$ cat src/hdl/mxi_pkg.sv
// Package with the shared types and constants of the 4x4 matrix inverse.
`timescale 1ns / 1ps
package mxi_pkg;

  // Number of matrix elements and the position of the final one.
  localparam int unsigned NumElems = 16;
  localparam logic [3:0] LastPos = 4'd15;
  localparam logic [1:0] LastTerm = 2'd2;
  localparam logic [1:0] LastPhase = 2'd2;
  localparam logic [1:0] LastDetStep = 2'd3;

  // Main sequencer states.
  typedef enum logic [2:0] {
    ST_LOAD,
    ST_ADJ_RD,
    ST_ADJ_EX,
    ST_DET_RD,
    ST_DET_EX,
    ST_DIV_START,
    ST_DIV_WAIT,
    ST_EMIT
  } mxi_state_e;

  // Divider states.
  typedef enum logic [1:0] {
    DIV_IDLE,
    DIV_RUN,
    DIV_FIN
  } mxi_div_state_e;

endpackage

$ cat src/hdl/mxi_div.sv
// Restoring divider for (num << F) / den, rounded and saturated to W bits.
`timescale 1ns / 1ps
module mxi_div import mxi_pkg::*; #(
  parameter int W = 32,
  parameter int F = 16
) (
  input  logic         clk_i,
  input  logic         rst_ni,
  input  logic         start_i,
  input  logic [W-1:0] num_i,
  input  logic [W-1:0] den_i,
  output logic         done_o,
  output logic [W-1:0] quo_o
);

  localparam int QW = W + F;
  localparam int CW = $clog2(QW + 1);

  mxi_div_state_e st_q, st_d;
  logic [CW-1:0]  cnt_q;
  logic           neg_q;
  logic [W-1:0]   md_q;
  logic [QW-1:0]  nd_q;
  logic [W:0]     rem_q;
  logic [QW-1:0]  quo_q;

  logic [W:0]     rem_sh, rem_nx;
  logic           ge;
  logic [W-1:0]   mn, md;
  logic           rnd;
  logic [QW:0]    qr;
  logic [W-1:0]   lim, mag;

  // Magnitudes of the operands at start.
  assign mn = num_i[W-1] ? (~num_i + 1'b1) : num_i;
  assign md = den_i[W-1] ? (~den_i + 1'b1) : den_i;

  // One quotient bit per cycle.
  assign rem_sh = {rem_q[W-1:0], nd_q[QW-1]};
  assign ge = (rem_sh >= {1'b0, md_q});
  assign rem_nx = ge ? (rem_sh - {1'b0, md_q}) : rem_sh;

  // Round to nearest, ties away from zero, then saturate.
  always_comb begin
    rnd = (rem_q >= ({1'b0, md_q} - rem_q));
    qr = {1'b0, quo_q} + (QW + 1)'(rnd);
    lim = neg_q ? {1'b1, {(W - 1){1'b0}}} : {1'b0, {(W - 1){1'b1}}};
    mag = (qr > (QW + 1)'(lim)) ? lim : qr[W-1:0];
    quo_o = neg_q ? (~mag + 1'b1) : mag;
  end

  // Next state.
  always_comb begin
    st_d = st_q;
    unique case (st_q)
      DIV_IDLE: if (start_i) st_d = DIV_RUN;
      DIV_RUN:  if (cnt_q == CW'(QW - 1)) st_d = DIV_FIN;
      DIV_FIN:  st_d = DIV_IDLE;
      default:  st_d = DIV_IDLE;
    endcase
  end

  // Outputs.
  always_comb begin
    done_o = (st_q == DIV_FIN);
  end

  always_ff @(posedge clk_i or negedge rst_ni) begin
    if (!rst_ni) begin
      st_q <= DIV_IDLE;
      cnt_q <= '0;
    end else begin
      st_q <= st_d;
      if (st_q == DIV_RUN) cnt_q <= cnt_q + 1'b1;
      else cnt_q <= '0;
    end
  end

  // Datapath registers.
  always_ff @(posedge clk_i) begin
    if (st_q == DIV_IDLE && start_i) begin
      neg_q <= num_i[W-1] ^ den_i[W-1];
      md_q <= md;
      nd_q <= {mn, {F{1'b0}}};
      rem_q <= '0;
      quo_q <= '0;
    end else if (st_q == DIV_RUN) begin
      nd_q <= {nd_q[QW-2:0], 1'b0};
      rem_q <= rem_nx;
      quo_q <= {quo_q[QW-2:0], ge};
    end
  end

endmodule

$ cat config.mk
export PLATFORM = sky130hd
export DESIGN_NAME = mxi_div
export DESIGN_NICKNAME = d
export VERILOG_FILES = /design/src/hdl/mxi_pkg.sv /design/src/hdl/mxi_div.sv
export SDC_FILE = /design/constraint.sdc
export NUM_CORES = 1
export LEC_CHECK = 0
export ABC_AREA = 1
export BUFFER_PORTS_ARGS = -buffer_cell sky130_fd_sc_hd__buf_2
export CORE_MARGIN = 1
export CORE_UTILIZATION = 30
export DETAILED_ROUTE_END_ITERATION = 10
export PLACE_DENSITY = 0.5
export SYNTH_ARGS = -nofsm -noshare
export SYNTH_HDL_FRONTEND = slang
export SYNTH_SLANG_ARGS = --single-unit
export TNS_END_PERCENT = 20
$ cat constraint.sdc
create_clock -name clk_i -period 11.2 [get_ports clk_i]
set_input_delay 0.56 -clock clk_i [delete_from_list [all_inputs] [get_ports clk_i]]
set_output_delay 0.56 -clock clk_i [all_outputs]
set_load 0.05 [all_outputs]
Yosys cells after proc, flatten, opt, wreduce, memory -nomap -nowiden --
Index checks and enable logic that the tools add are counted.
Cells by class: $add $sub $neg 7, magnitude comparators 3, eq/ne operators 5, multiplexer cells 12, bitwise logic cells 4, reductions and logical operators 4
Operators by type and width (number):
- 32-bit two-way mux | 4
- 32-bit by 1-bit adder with 32-bit output, second input constant | 3
- 48-bit two-way mux | 2
- 32-bit NOT | 3
- 48-bit by 1-bit adder with 49-bit output | 1
- 49-bit by 32-bit > comparator with 1-bit output | 1
- 33-bit by 32-bit >= comparator with 1-bit output | 1
- 33-bit >= comparator | 1
- 33-bit two-way mux | 1
- 32-bit by 33-bit subtractor with 33-bit output | 1
- 33-bit by 32-bit subtractor with 33-bit output | 1
- 31-bit two-way mux | 1
- 6-bit by 1-bit adder with 6-bit output, second input constant | 1
- 6-bit equality test, second input constant | 1
- 6-bit two-way mux | 1
- 2-bit two-way mux | 2
- 2-bit inequality test, second input constant | 2
- 2-bit case mux with 2 select lines | 1
- 2-bit by 1-bit equality test with 1-bit output, second input constant | 1
- 2-bit equality test, second input constant | 1
- 2-bit logical NOT | 1
- 2-bit AND reduction | 1
- 2-bit nonzero test | 1
- 1-bit logical AND | 1
- 1-bit bitwise XOR | 1
Storage, ports and cells: bits in registers 154, bits of input ports 67, output and inout port bits 33, word-level logic and storage cells 43

Longest topological paths before layout --
Gate-level depths: netlist (run 1).
word-level depth 8, depth in mapped cells 64

Worst setup path before layout (run 1) --
No wires, ideal clock.
path type reg2out, from register md_q[0], to output port quo_o[18], arrival time 8267 ps, required time 10640 ps, path slack 2373 ps, cell stages (with the launch flop) 56, buffers on the path 1, cells stage by stage edfxtp_1 -> inv_1 -> ha_1 -> inv_1 -> fa_1 -> nand3_1 -> nand2_1 -> a21oi_1 -> o21bai_1 -> a21oi_1 -> o21ai_0 -> nand3_1 -> nand2_1 -> nand2_1 -> o211ai_1 -> a21boi_0 -> o21ai_0 -> xnor2_1 -> [20 not listed] -> nand4_1 -> nand3_1 -> nand2_1 -> nand2_1 -> nand2_1 -> nand4_4 -> nand2_4 -> buf_6 -> nand2_2 -> nand2_1 -> inv_1 -> ha_1 -> nand2_1 -> nor2_1 -> nand2_2 -> nor2_2 -> a21oi_1 -> o21ai_1
Between the ends: word-level cells in the longest chain between the ends 8
RTL lines:
- from (decl) | line mxi_div.sv:22 | logic [W-1:0] md_q;
- from (signal assigned) | line mxi_div.sv:83 | md_q <= md;
- 32-bit by 33-bit subtractor with 33-bit output * | line mxi_div.sv:45 | rnd = (rem_q >= ({1'b0, md_q} - rem_q));
- 33-bit >= comparator * | line mxi_div.sv:45
- 48-bit by 1-bit adder with 49-bit output * | line mxi_div.sv:46 | qr = {1'b0, quo_q} + (QW + 1)'(rnd);
- 49-bit by 32-bit > comparator with 1-bit output | line mxi_div.sv:48 | mag = (qr > (QW + 1)'(lim)) ? lim : qr[W-1:0];
- 32-bit two-way mux * | line mxi_div.sv:48
- 32-bit NOT | line mxi_div.sv:49 | quo_o = neg_q ? (~mag + 1'b1) : mag;
- 32-bit by 1-bit adder with 32-bit output | line mxi_div.sv:49
- 32-bit two-way mux * | line mxi_div.sv:49
- to (decl) | line mxi_div.sv:13 | output logic [W-1:0] quo_o
Every way passes the cells marked *; elsewhere a longest branch is shown, timed or not.

Worst setup path in the final report (run 1) --
Ends and elaborated chain as after synthesis.

==> results.md, run 1 <==
* Port Buffer Count at 99
* I/O pin total at 100
* Global-route wire length before repair at 73,100 um
* Largest net degree at the start of global routing at 68
* Fin crit share at 0.896
* Die width at 224 um
* Final ANT Viol Nets at 0
* Synth top area share at 0.134
* Layout area overhead at 12.1%
* Die area at 0.0501 mm^2
* Share of layout cells above drive strength 1 at 0.0985
* Sw frac at 0.261
* Final Max Slew Viols at 0
* CTS Buffer Depth at 2
* Clk pwr share at 0.466
* Clock root buffer: clkbuf_16
* Commonest cells after routing, fill and taps aside: nand2_1, inv_1, nor2_1
* DRT Wirelength at 45,300 um
* Core area at 0.0481 mm^2
* DP Area at 0.0159 mm^2
* Initial DRC Count at 914
* Vias per inst at 4.88
* Detail Placement HPWL at 36,600 um
* Final setup vio count at 0
* Leakage at 7.79 nW
* Crit end category: output pin
* Yosys warns at 0
* Hold Violations, Final at 0
* Slew margin rel. at 0.283
* Initial antenna violation count at 0
* Critical path data required time at 10.64 ns
* Most common cell after layout, fill and taps aside: nand2_1
* Vias in the first global route at 13,700
* Row count at 80
* Worst slew pin tran at 1.06 ns
* RePlAce Congestion at 0.914
* Clk_skew at 0.0159 ns
* Maximum fanout along the worst path at 34
* Total track usage at 0.183
* Startpoint class of the critical path: flip-flop
* Peak VDD IR at 0.000113 V
* Synth area leader: nand2_1
* Clk pin slew, worst setup/hold paths at 0.07 ns
* Flop pwr share at 0.468
* Ys flop type: dfxtp_1
* Worst-Skew Late Latency at 0.47 ns
* Pint at 0.932 mW
* Starting Density at 0.306
* Wire per inst at 15.5 um
* Post-synth EDFFs at 65
* Total number of vias at 14,200
* First-pass DRT Iterations at 5
* Maxcap violations at 0
* Nets at 2,454
* Final Cell Area at 0.0165 mm^2
* F_max at 99.6 MHz
* Slowest CP cell: edfxtp_1
* CTS H-tree depth at 4
* Synth Register Bits at 154
* Num CTS Buffers at 17
* WP data arrival at 9.48 ns
* Min cycle time layout at 10.04 ns
* HP Class: primary input to flip-flop
* CTS sink cnt at 154
* Status: finished clean
* Crit-path max cell delay at 0.43 ns
* DR DRC count at 0
* Antenna diodes at 0
* Share of synthesized registers carrying an async set or reset at 0.0519
* Post-synthesis cell area at 0.0148 mm^2
* Syn nets at 2,372
* Total grt overflow at 0
* Power per Cell Area at 76.3 mW/mm^2
* Cell count after synthesis at 2,169
* Cell mode on critical path: nand2_1
* Avg Cell Area, Syn at 6.80 um^2
* DIE HEIGHT at 224 um
* Synth area leaders: nand2_1, edfxtp_1, ha_1, dfxtp_1, inv_1
* CP Class: flip-flop to output pin
* Total chip power at 1.26 mW
* Netlist cell types at 57
* P_sw at 0.329 mW
* Combinational share of power at 0.066
* CTS tree: done
* Register area share after synthesis at 0.256
## logic make-up after synthesis
logic type,synth area share
xor gates and xnor gates,0.0914
AOI/OAI and AO/OA,0.146
DFF,0.256
buffers and inverters,0.0924
adders and majority gates,0.116
and+or+nand+nor,0.298
## area by class of cell
cell class                 count  area [um^2]
multi-input combinational   1668         9670
clock inverter                15          135
tap                          656          821
clock buffer                  17          425
timing repair buffer         109          577
sequential                   154         3770
fill                        5281        31600
inverter                     301         1130
## worst max-delay path: cells and delay by family (launching register included)
kind / cells / cell delay [ns]
XOR/XNOR: 2 / 0.30
adder cells (fa/ha/maj): 7 / 1.90
AO/OA/AOI/OAI: 12 / 2.14
flip-flops: 1 / 0.43
buffers and inverters: 5 / 0.58
AND/OR/NAND/NOR: 32 / 3.62
## final timing paths
path	endpoint	depth (start not counted)	start	slack [ns]
max	quo_o[18]	58	md_q[0]	1.16
min	md_q[0]	1	den_i[0]	0.35
max reg2reg	rem_q[22]	16	md_q[0]	7.44
min reg2reg	cnt_q[0]	1	cnt_q[0]	0.46
max in group asynchronous	cnt_q[2]	2	rst_ni	10.54
min in group asynchronous	st_q[0]	2	rst_ni	0.48
## through the flow
step	hold slack [ns]	TNS (ns)	std cells	utilization	setup WS [ns]
5_1_grt	0.324	-0.00262	2920	0.343	-0.00262
4_1_cts	0.313	0	2919	0.342	0.464
3_3_place_gp	0.414	0	2886	0.330	1.20
6_report	0.347	0	2920	0.343	1.16
2_1_floorplan	0.264	0	2169	-	2.37
3_5_place_dp	0.421	0	2886	0.330	1.00
## power groups by stage
stage / combinational (mW) / sequential, mW / clock [mW]
2_1_floorplan: 0.0502 / 0.604 / 0
3_3_place_gp: 0.0823 / 0.604 / 0
3_5_place_dp: 0.0841 / 0.604 / 0
4_1_cts: 0.0844 / 0.591 / 0.603
5_1_grt: 0.0944 / 0.591 / 0.623
6_report: 0.0832 / 0.591 / 0.588
## sequential cells by signal, indices dropped and copies added (netlist names)
signal  count
st_q        2
quo_q      48
rem_q      33
md_q       32
cnt_q       6
nd_q       32
neg_q       1
## layer usage
metal  vias up  global-route usage  routed length [um]
met2       336               0.285               19300
met4         0              0.0513                 709
met1      6509               0.263               23200
li1       7364                   -                   -
met3        37              0.0244                2080
met5         -                   0                   0
## synth_stat cells (all sizes together), types with 2 or more instances
master,instances
nand2,547
inv,301
nor2,261
ha,134
o21ai,118
a21oi,114
nand3,108
xor2,105
dfxtp,81
edfxtp,65
xnor2,49
o22ai,47
o221ai,32
nand4,31
clkbuf,30
nor3,25
a31oi,17
buf,16
nor4,14
dfrtp,8
nand3b,8
a21boi,7
o21a,7
o211ai,5
o21bai,5
o31ai,5
or2,5
and3,4
nor3b,4
a211oi,3
and2,2
fa,2
or3,2
## what timing repair did
item / CTS / global route
buffers inserted: 0 / 1
endpoints found under the hold margin: 8 / 0
hold buffers: 1 / 0
setup endpoints to repair: 0 / 31
gates resized for setup: 0 / 16
(Power assumes the default switching activity.)
==> inputs of run 2 (changes only) <==
--- a/config.mk
+++ b/config.mk
@@ -11,6 +11,7 @@
 export CORE_UTILIZATION = 30
 export DETAILED_ROUTE_END_ITERATION = 10
 export PLACE_DENSITY = 0.5
+export RECOVER_POWER = 100
 export SYNTH_ARGS = -nofsm -noshare
 export SYNTH_HDL_FRONTEND = slang
 export SYNTH_SLANG_ARGS = --single-unit
==> run 2 against run 1 <==
  * The flow now finishes with violations (capacitance limit, slew limit)
  * Non-clock buffer count unchanged
  * Cell area down 0.16%
  * Critical path depth unchanged
  * Cell count unchanged
  * Clock power about the same
  * Worst setup slack better by 0.015 ns
  * Sequential power about the same
  * Power up 0.14%
  * Fmax up 0.15%
  * Hold slack better by 0.061 ns
  * Sequential share of layout area about the same
  * Critical endpoint unchanged
==> results.md, run 2 (synthesized netlist as in run 1, its figures left out) <==
* Status: finished, violations left (was finished clean)
* Failing checks: capacitance limit, slew limit
* Reg2reg setup slack at 3.24 ns (was 7.44 ns)
* Clk_skew at 0.0158 ns (was 0.0159 ns)
* I/O pin total at 100 (unchanged)
* WP data arrival at 9.46 ns (was 9.48 ns)
* Share of layout cells above drive strength 1 at 0.0936 (was 0.0985)
* Hold Violations, Final at 0 (unchanged)
* Total grt overflow at 0 (unchanged)
* Final ANT Viol Nets at 0 (unchanged)
* Die area at 0.0501 mm^2 (unchanged)
* Power per Cell Area at 76.5 mW/mm^2 (was 76.3 mW/mm^2)
* Fin Setup TNS at 0 ns (unchanged)
* Row count at 80 (unchanged)
* Final setup vio count at 0 (unchanged)
* Starting Density at 0.306 (unchanged)
* Nets at 2,454 (unchanged)
* Hold path start: den_i[4] (was den_i[0])
* Peak VDD IR at 0.000114 V (was 0.000113 V)
* Maxcap violations at 6 (was 0)
* Worst-Skew Late Latency at 0.47 ns (about the same)
* Initial DRC Count at 921 (was 914)
* DIE HEIGHT at 224 um (unchanged)
* Reg with most FFs: quo_q (unchanged)
* Commonest cells after routing, fill and taps aside: nand2_1, inv_1, nor2_1 (unchanged)
* Fin crit share at 0.895 (was 0.896)
* CP Buf/Inv Count at 5 (unchanged)
* Cell mode on critical path: nand2_1 (unchanged)
* Hold endpoint: md_q[4] (was md_q[0])
* Total number of vias at 14,200 (about the same)
* Vias per inst at 4.87 (was 4.88)
* Detail Placement HPWL at 36,600 um (unchanged)
* Vias in the first global route at 13,700 (unchanged)
* Hold slack at 0.408 ns (was 0.347 ns)
* Crit-path max cell delay at 0.43 ns (about the same)
* Slew margin rel. at -1.12 (was 0.283)
* Worst slew pin tran at 3.19 ns (was 1.06 ns)
* DRT Wirelength at 45,300 um (about the same)
* Worst reg2reg path depth at 8 (was 16)
* Crit end category: output pin (unchanged)
* Pre-CTS setup slack at 1.00 ns (unchanged)
* Global-route wire length before repair at 73,100 um (unchanged)
* Min cycle time layout at 10.02 ns (was 10.04 ns)
* Die width at 224 um (unchanged)
* Hold path depth at 2 (was 1)
* First-pass DRT Iterations at 5 (unchanged)
* Largest regs: quo_q (48), rem_q (33) (unchanged)
* Antenna diodes at 0 (unchanged)
* Layout area overhead at 11.9% (was 12.1%)
* CTS sink cnt at 154 (unchanged)
* Final Max Slew Viols at 300 (was 0)
* Port Buffer Count at 99 (unchanged)
* CP top delay family: simple AND/OR/NAND/NOR gates (unchanged)
* CTS tree: done (unchanged)
* FILL cells at 5,288 (was 5,281)
* Num CTS Buffers at 17 (unchanged)
* Leakage at 7.76 nW (was 7.79 nW)
* HP Class: primary input to flip-flop (unchanged)
* DR DRC count at 0 (unchanged)
* Startpoint class of the critical path: flip-flop (unchanged)
* FF-to-FF Start: st_q[1] (was md_q[0])
* F_max at 99.8 MHz (was 99.6 MHz)
* CP Class: flip-flop to output pin (unchanged)
* PnR worst setup slack at 1.18 ns (was 1.16 ns)
* Most common cell after layout, fill and taps aside: nand2_1 (unchanged)
* Slowest CP cell: edfxtp_1 (unchanged)
* Total track usage at 0.183 (unchanged)
* Clk pin slew, worst setup/hold paths at 0.07 ns (about the same)
* CTS H-tree depth at 4 (unchanged)
* Initial antenna violation count at 0 (unchanged)
* CTS Buffer Depth at 2 (unchanged)
* Wire per inst at 15.5 um (about the same)
* Critical path data required time at 10.64 ns (about the same)
* Core area at 0.0481 mm^2 (unchanged)
* Worst reg2reg path endpoint: rem_q[25] (was rem_q[22])
* Maximum fanout along the worst path at 34 (unchanged)
* Largest net degree at the start of global routing at 68 (unchanged)
* RePlAce Congestion at 0.914 (unchanged)
* Total chip power at 1.26 mW (about the same)
* Max FFs per register at 48 (unchanged)
* Clock root buffer: clkbuf_16 (unchanged)
-- run 2: how the worst max path moves through the flow --
| stage | start | to | slack [ns] | cells past startpoint |
|---|---|---|---|---|
| 2_1_floorplan | md_q[0] | quo_o[18] | 2.37 | 55 |
| 3_3_place_gp | md_q[2] | quo_o[24] | 1.20 | 54 |
| 3_5_place_dp | md_q[2] | quo_o[24] | 1.00 | 54 |
| 4_1_cts | md_q[2] | quo_o[24] | 0.46 | 54 |
| 5_1_grt | md_q[0] | quo_o[12] | -0.003 | 57 |
| 6_report | md_q[0] | quo_o[18] | 1.18 | 58 |
-- run 2: timing repair --
item | in CTS | in global routing
hold buffers | 1 | 0
endpoints found under the hold margin | 8 | 0
setup endpoints to repair | 0 | 31
gates resized for setup | 0 | 16
setup buffers | 0 | 1
-- run 2: stage by stage --
| step | cell area (um^2) | std cells | utilization |
|---|---|---|---|
| 2_1_floorplan | 14800 | 2169 | - |
| 3_3_place_gp | 15900 | 2886 | 0.330 |
| 3_5_place_dp | 15900 | 2886 | 0.330 |
| 4_1_cts | 16500 | 2919 | 0.342 |
| 5_1_grt | 16500 | 2920 | 0.343 |
| 6_report | 16500 | 2920 | 0.343 |
-- run 2: final cells by class --
class,count,area [um^2],share of cell area
sequential,154,3770,0.229
tap,656,821,0.0497
clock buffer,17,425,0.0258
inverter,301,1130,0.0687
clock inverter,15,135,0.00818
timing repair buffer,109,551,0.0333
multi-input combinational,1668,9670,0.586
-- run 2: where the power goes --
| part | switching [mW] | internal [mW] | total, mW | leakage, nW |
|---|---|---|---|---|
| combinational | 0.0513 | 0.0328 | 0.0841 | 6.15 |
| sequential | 0 | 0.591 | 0.592 | 1.33 |
| clock | 0.278 | 0.310 | 0.588 | 0.285 |
-- run 2: layer usage --
layer,up-vias,global-route usage,part of all wire
li1,7360,-,-
met1,6501,0.263,0.51
met2,330,0.285,0.43
met3,37,0.0244,0.046
met4,0,0.0513,0.016
met5,-,0,0
==> inputs of run 3 (changes only) <==
--- a/config.mk
+++ b/config.mk
@@ -7,11 +7,13 @@
 export LEC_CHECK = 0
 export ABC_AREA = 1
 export BUFFER_PORTS_ARGS = -buffer_cell sky130_fd_sc_hd__buf_2
+export CORE_ASPECT_RATIO = 1.2
 export CORE_MARGIN = 1
 export CORE_UTILIZATION = 30
 export DETAILED_ROUTE_END_ITERATION = 10
 export PLACE_DENSITY = 0.5
 export RECOVER_POWER = 100
+export SLEW_MARGIN = 20
 export SYNTH_ARGS = -nofsm -noshare
 export SYNTH_HDL_FRONTEND = slang
 export SYNTH_SLANG_ARGS = --single-unit
==> run 3 against run 2 <==
  * The run still ends with capacitance limit, slew limit left
  * Fmax is 1.8% lower
  * Clock skew is 0.00053 ns lower
  * Core utilization is 0.070 points lower
  * Non-clock buffer count is 2 higher
  * Combinational power is 1% higher
  * Via count is 0.89% higher
  * Highest routed layer unchanged
==> results.md, run 3 (synthesized netlist as in run 1, its figures left out) <==
* Status: finished, violations left (unchanged)
* Failing checks: capacitance limit, slew limit (unchanged)
* DP Cell Count at 2,860 (was 2,886)
* Leakage at 7.78 nW (was 7.76 nW)
* Maximum fanout along the worst path at 9 (was 34)
* Slew margin rel. at -1.21 (was -1.12)
* Largest net degree at the start of global routing at 70 (was 68)
* Worst slew pin tran at 3.32 ns (was 3.19 ns)
* Final non-filler cell total at 2,897 (was 2,920)
* Cell mode on critical path: nand2_1 (unchanged)
* P_sw at 0.314 mW (was 0.330 mW)
* Port Buffer Count at 99 (unchanged)
* WP data arrival at 9.64 ns (was 9.46 ns)
* Final setup vio count at 0 (unchanged)
* Final Max Slew Viols at 301 (was 300)
* DRT Wirelength at 45,600 um (was 45,300 um)
* CTS Buffer Depth at 2 (unchanged)
* Clock root buffer: clkbuf_16 (unchanged)
* HP Class: primary input to flip-flop (unchanged)
* Sw frac at 0.245 (was 0.261)
* Crit end category: output pin (unchanged)
* Initial antenna violation count at 0 (unchanged)
* DIE HEIGHT at 245 um (was 224 um)
* Hold Violations, Final at 0 (unchanged)
* CTS tree: done (unchanged)
* Crit-path max cell delay at 0.41 ns (was 0.43 ns)
* Min cycle time layout at 10.20 ns (was 10.02 ns)
* Startpoint class of the critical path: flip-flop (unchanged)
* CTS sink cnt at 154 (unchanged)
* Fin crit share at 0.911 (was 0.895)
* CTS H-tree depth at 4 (unchanged)
* Most common cell after layout, fill and taps aside: nand2_1 (unchanged)
* F_max at 98.0 MHz (was 99.8 MHz)
* Commonest cells after routing, fill and taps aside: nand2_1, inv_1, nor2_1 (unchanged)
* Global-route wire length before repair at 72,700 um (was 73,100 um)
* Initial DRC Count at 696 (was 921)
* Nets at 2,457 (was 2,454)
* Row count at 88 (was 80)
* Antenna diodes at 0 (unchanged)
* I/O pin total at 100 (unchanged)
* Total number of vias at 14,400 (was 14,200)
* Detail Placement HPWL at 36,900 um (was 36,600 um)
* DR DRC count at 0 (unchanged)
* Power per Cell Area at 77.7 mW/mm^2 (was 76.5 mW/mm^2)
* Vias in the first global route at 14,200 (was 13,700)
* Reg with most FFs: quo_q (unchanged)
* Area of the multi-input gates at 0.00967 mm^2 (about the same)
* Largest regs: quo_q (48), rem_q (33) (unchanged)
* Flop pwr share at 0.461 (was 0.468)
* Hold slack at 0.421 ns (was 0.408 ns)
* Layout area overhead at 12.1% (was 11.9%)
* RSZ-0062 raised after global routing: no
* Vias per inst at 4.95 (was 4.87)
* First-pass DRT Iterations at 5 (unchanged)
* Core area at 0.0483 mm^2 (was 0.0481 mm^2)
* RePlAce Congestion at 0.936 (was 0.914)
* Wire per inst at 15.7 um (was 15.5 um)
* Fin Setup TNS at 0 ns (unchanged)
* Register area at 0.00377 mm^2 (unchanged)
* Total track usage at 0.183 (about the same)
* Clk pwr share at 0.473 (was 0.465)
* CP Class: flip-flop to output pin (unchanged)
* FILL cells at 5,357 (was 5,288)
* Worst-Skew Late Latency at 0.45 ns (was 0.47 ns)
* Starting Density at 0.305 (was 0.306)
* Peak VDD IR at 0.0000753 V (was 0.000114 V)
* Maxcap violations at 6 (unchanged)
* Num CTS Buffers at 17 (unchanged)
* Clk pin slew, worst setup/hold paths at 0.07 ns (about the same)
* Combinational share of power at 0.066 (was 0.067)
* Total grt overflow at 0 (unchanged)
* Share of layout cells above drive strength 1 at 0.0904 (was 0.0936)
* Clk_skew at 0.0153 ns (was 0.0158 ns)
* Final ANT Viol Nets at 0 (unchanged)
* Pint at 0.970 mW (was 0.934 mW)
* Slowest CP cell: edfxtp_1 (unchanged)
* Die width at 204 um (was 224 um)
* Critical path data required time at 10.64 ns (about the same)
* Max FFs per register at 48 (unchanged)
* Die area at 0.0501 mm^2 (about the same)
## run 3: cell types whose count changed in the layout (fill, tap and decap cells not counted), sizes merged
cell	before	now
nand3	108	109
clkinvlp	1	3
clkinv	6	2
inv	308	305
bufinv	1	0
clkbuf	45	57
buf	80	76
## run 3: layout make-up
cell class,count,area share
tap,630,0.0477
multi-input combinational,1669,0.585
timing repair buffer,111,0.0338
inverter,301,0.0685
sequential,154,0.228
clock buffer,23,0.0328
clock inverter,9,0.00416
## run 3: routing by layer
layer  wire length (um)  GRT usage  share of wire  up-vias
met2              22600      0.326           0.49      316
met3               1520     0.0196          0.033       89
li1                   -          -              -     7359
met1              19800      0.217           0.43     6590
met4               1730     0.0856          0.038        0
met5                  0          0              0        -
## run 3: worst paths after layout
check / start / endpoint / slack (ns) / depth (start not counted)
max reg2reg: st_q[0] / rem_q[24] / 3.23 / 9
max in group asynchronous: rst_ni / cnt_q[0] / 10.32 / 2
min reg2reg: rem_q[32] / rem_q[32] / 0.46 / 2
min in group asynchronous: rst_ni / st_q[0] / 0.58 / 2
max: md_q[0] / quo_o[26] / 1.0 / 58
min: den_i[4] / md_q[4] / 0.42 / 2
## run 3: what timing repair did
action	in CTS	in global routing
hold buffers	1	0
endpoints found under the setup margin	0	28
buffers inserted	0	3
endpoints found under the hold margin	8	0
resized for setup	0	10
## run 3: worst max-delay path: cells and delay by family (launching register included)
family / cells / cell delay (ns)
AND/OR/NAND/NOR: 34 / 4.12
XOR/XNOR: 2 / 0.32
flip-flops: 1 / 0.41
AO/OA/AOI/OAI: 10 / 1.86
adder cells (fa/ha/maj): 7 / 1.88
buffers and inverters: 5 / 0.59
## run 3: per-stage QoR
step / cell area, um^2 / setup WS [ns] / power, mW / utilization
after floorplan: 14800 / 2.37 / 0.654 / -
after global placement: 15900 / 1.27 / 0.687 / 0.328
after detailed placement: 15900 / 1.06 / 0.689 / 0.328
after CTS: 16500 / 0.543 / 1.30 / 0.341
after global routing: 16500 / 0.0137 / 1.33 / 0.342
final: 16500 / 0.997 / 1.28 / 0.342
## run 3: power groups by stage
stage	registers (mW)	logic (mW)	clock network, mW
after detailed placement	0.604	0.0856	0
after CTS	0.591	0.0859	0.623
final	0.592	0.0852	0.608
after global placement	0.604	0.0836	0
after floorplan	0.604	0.0502	0
after global routing	0.591	0.0961	0.646
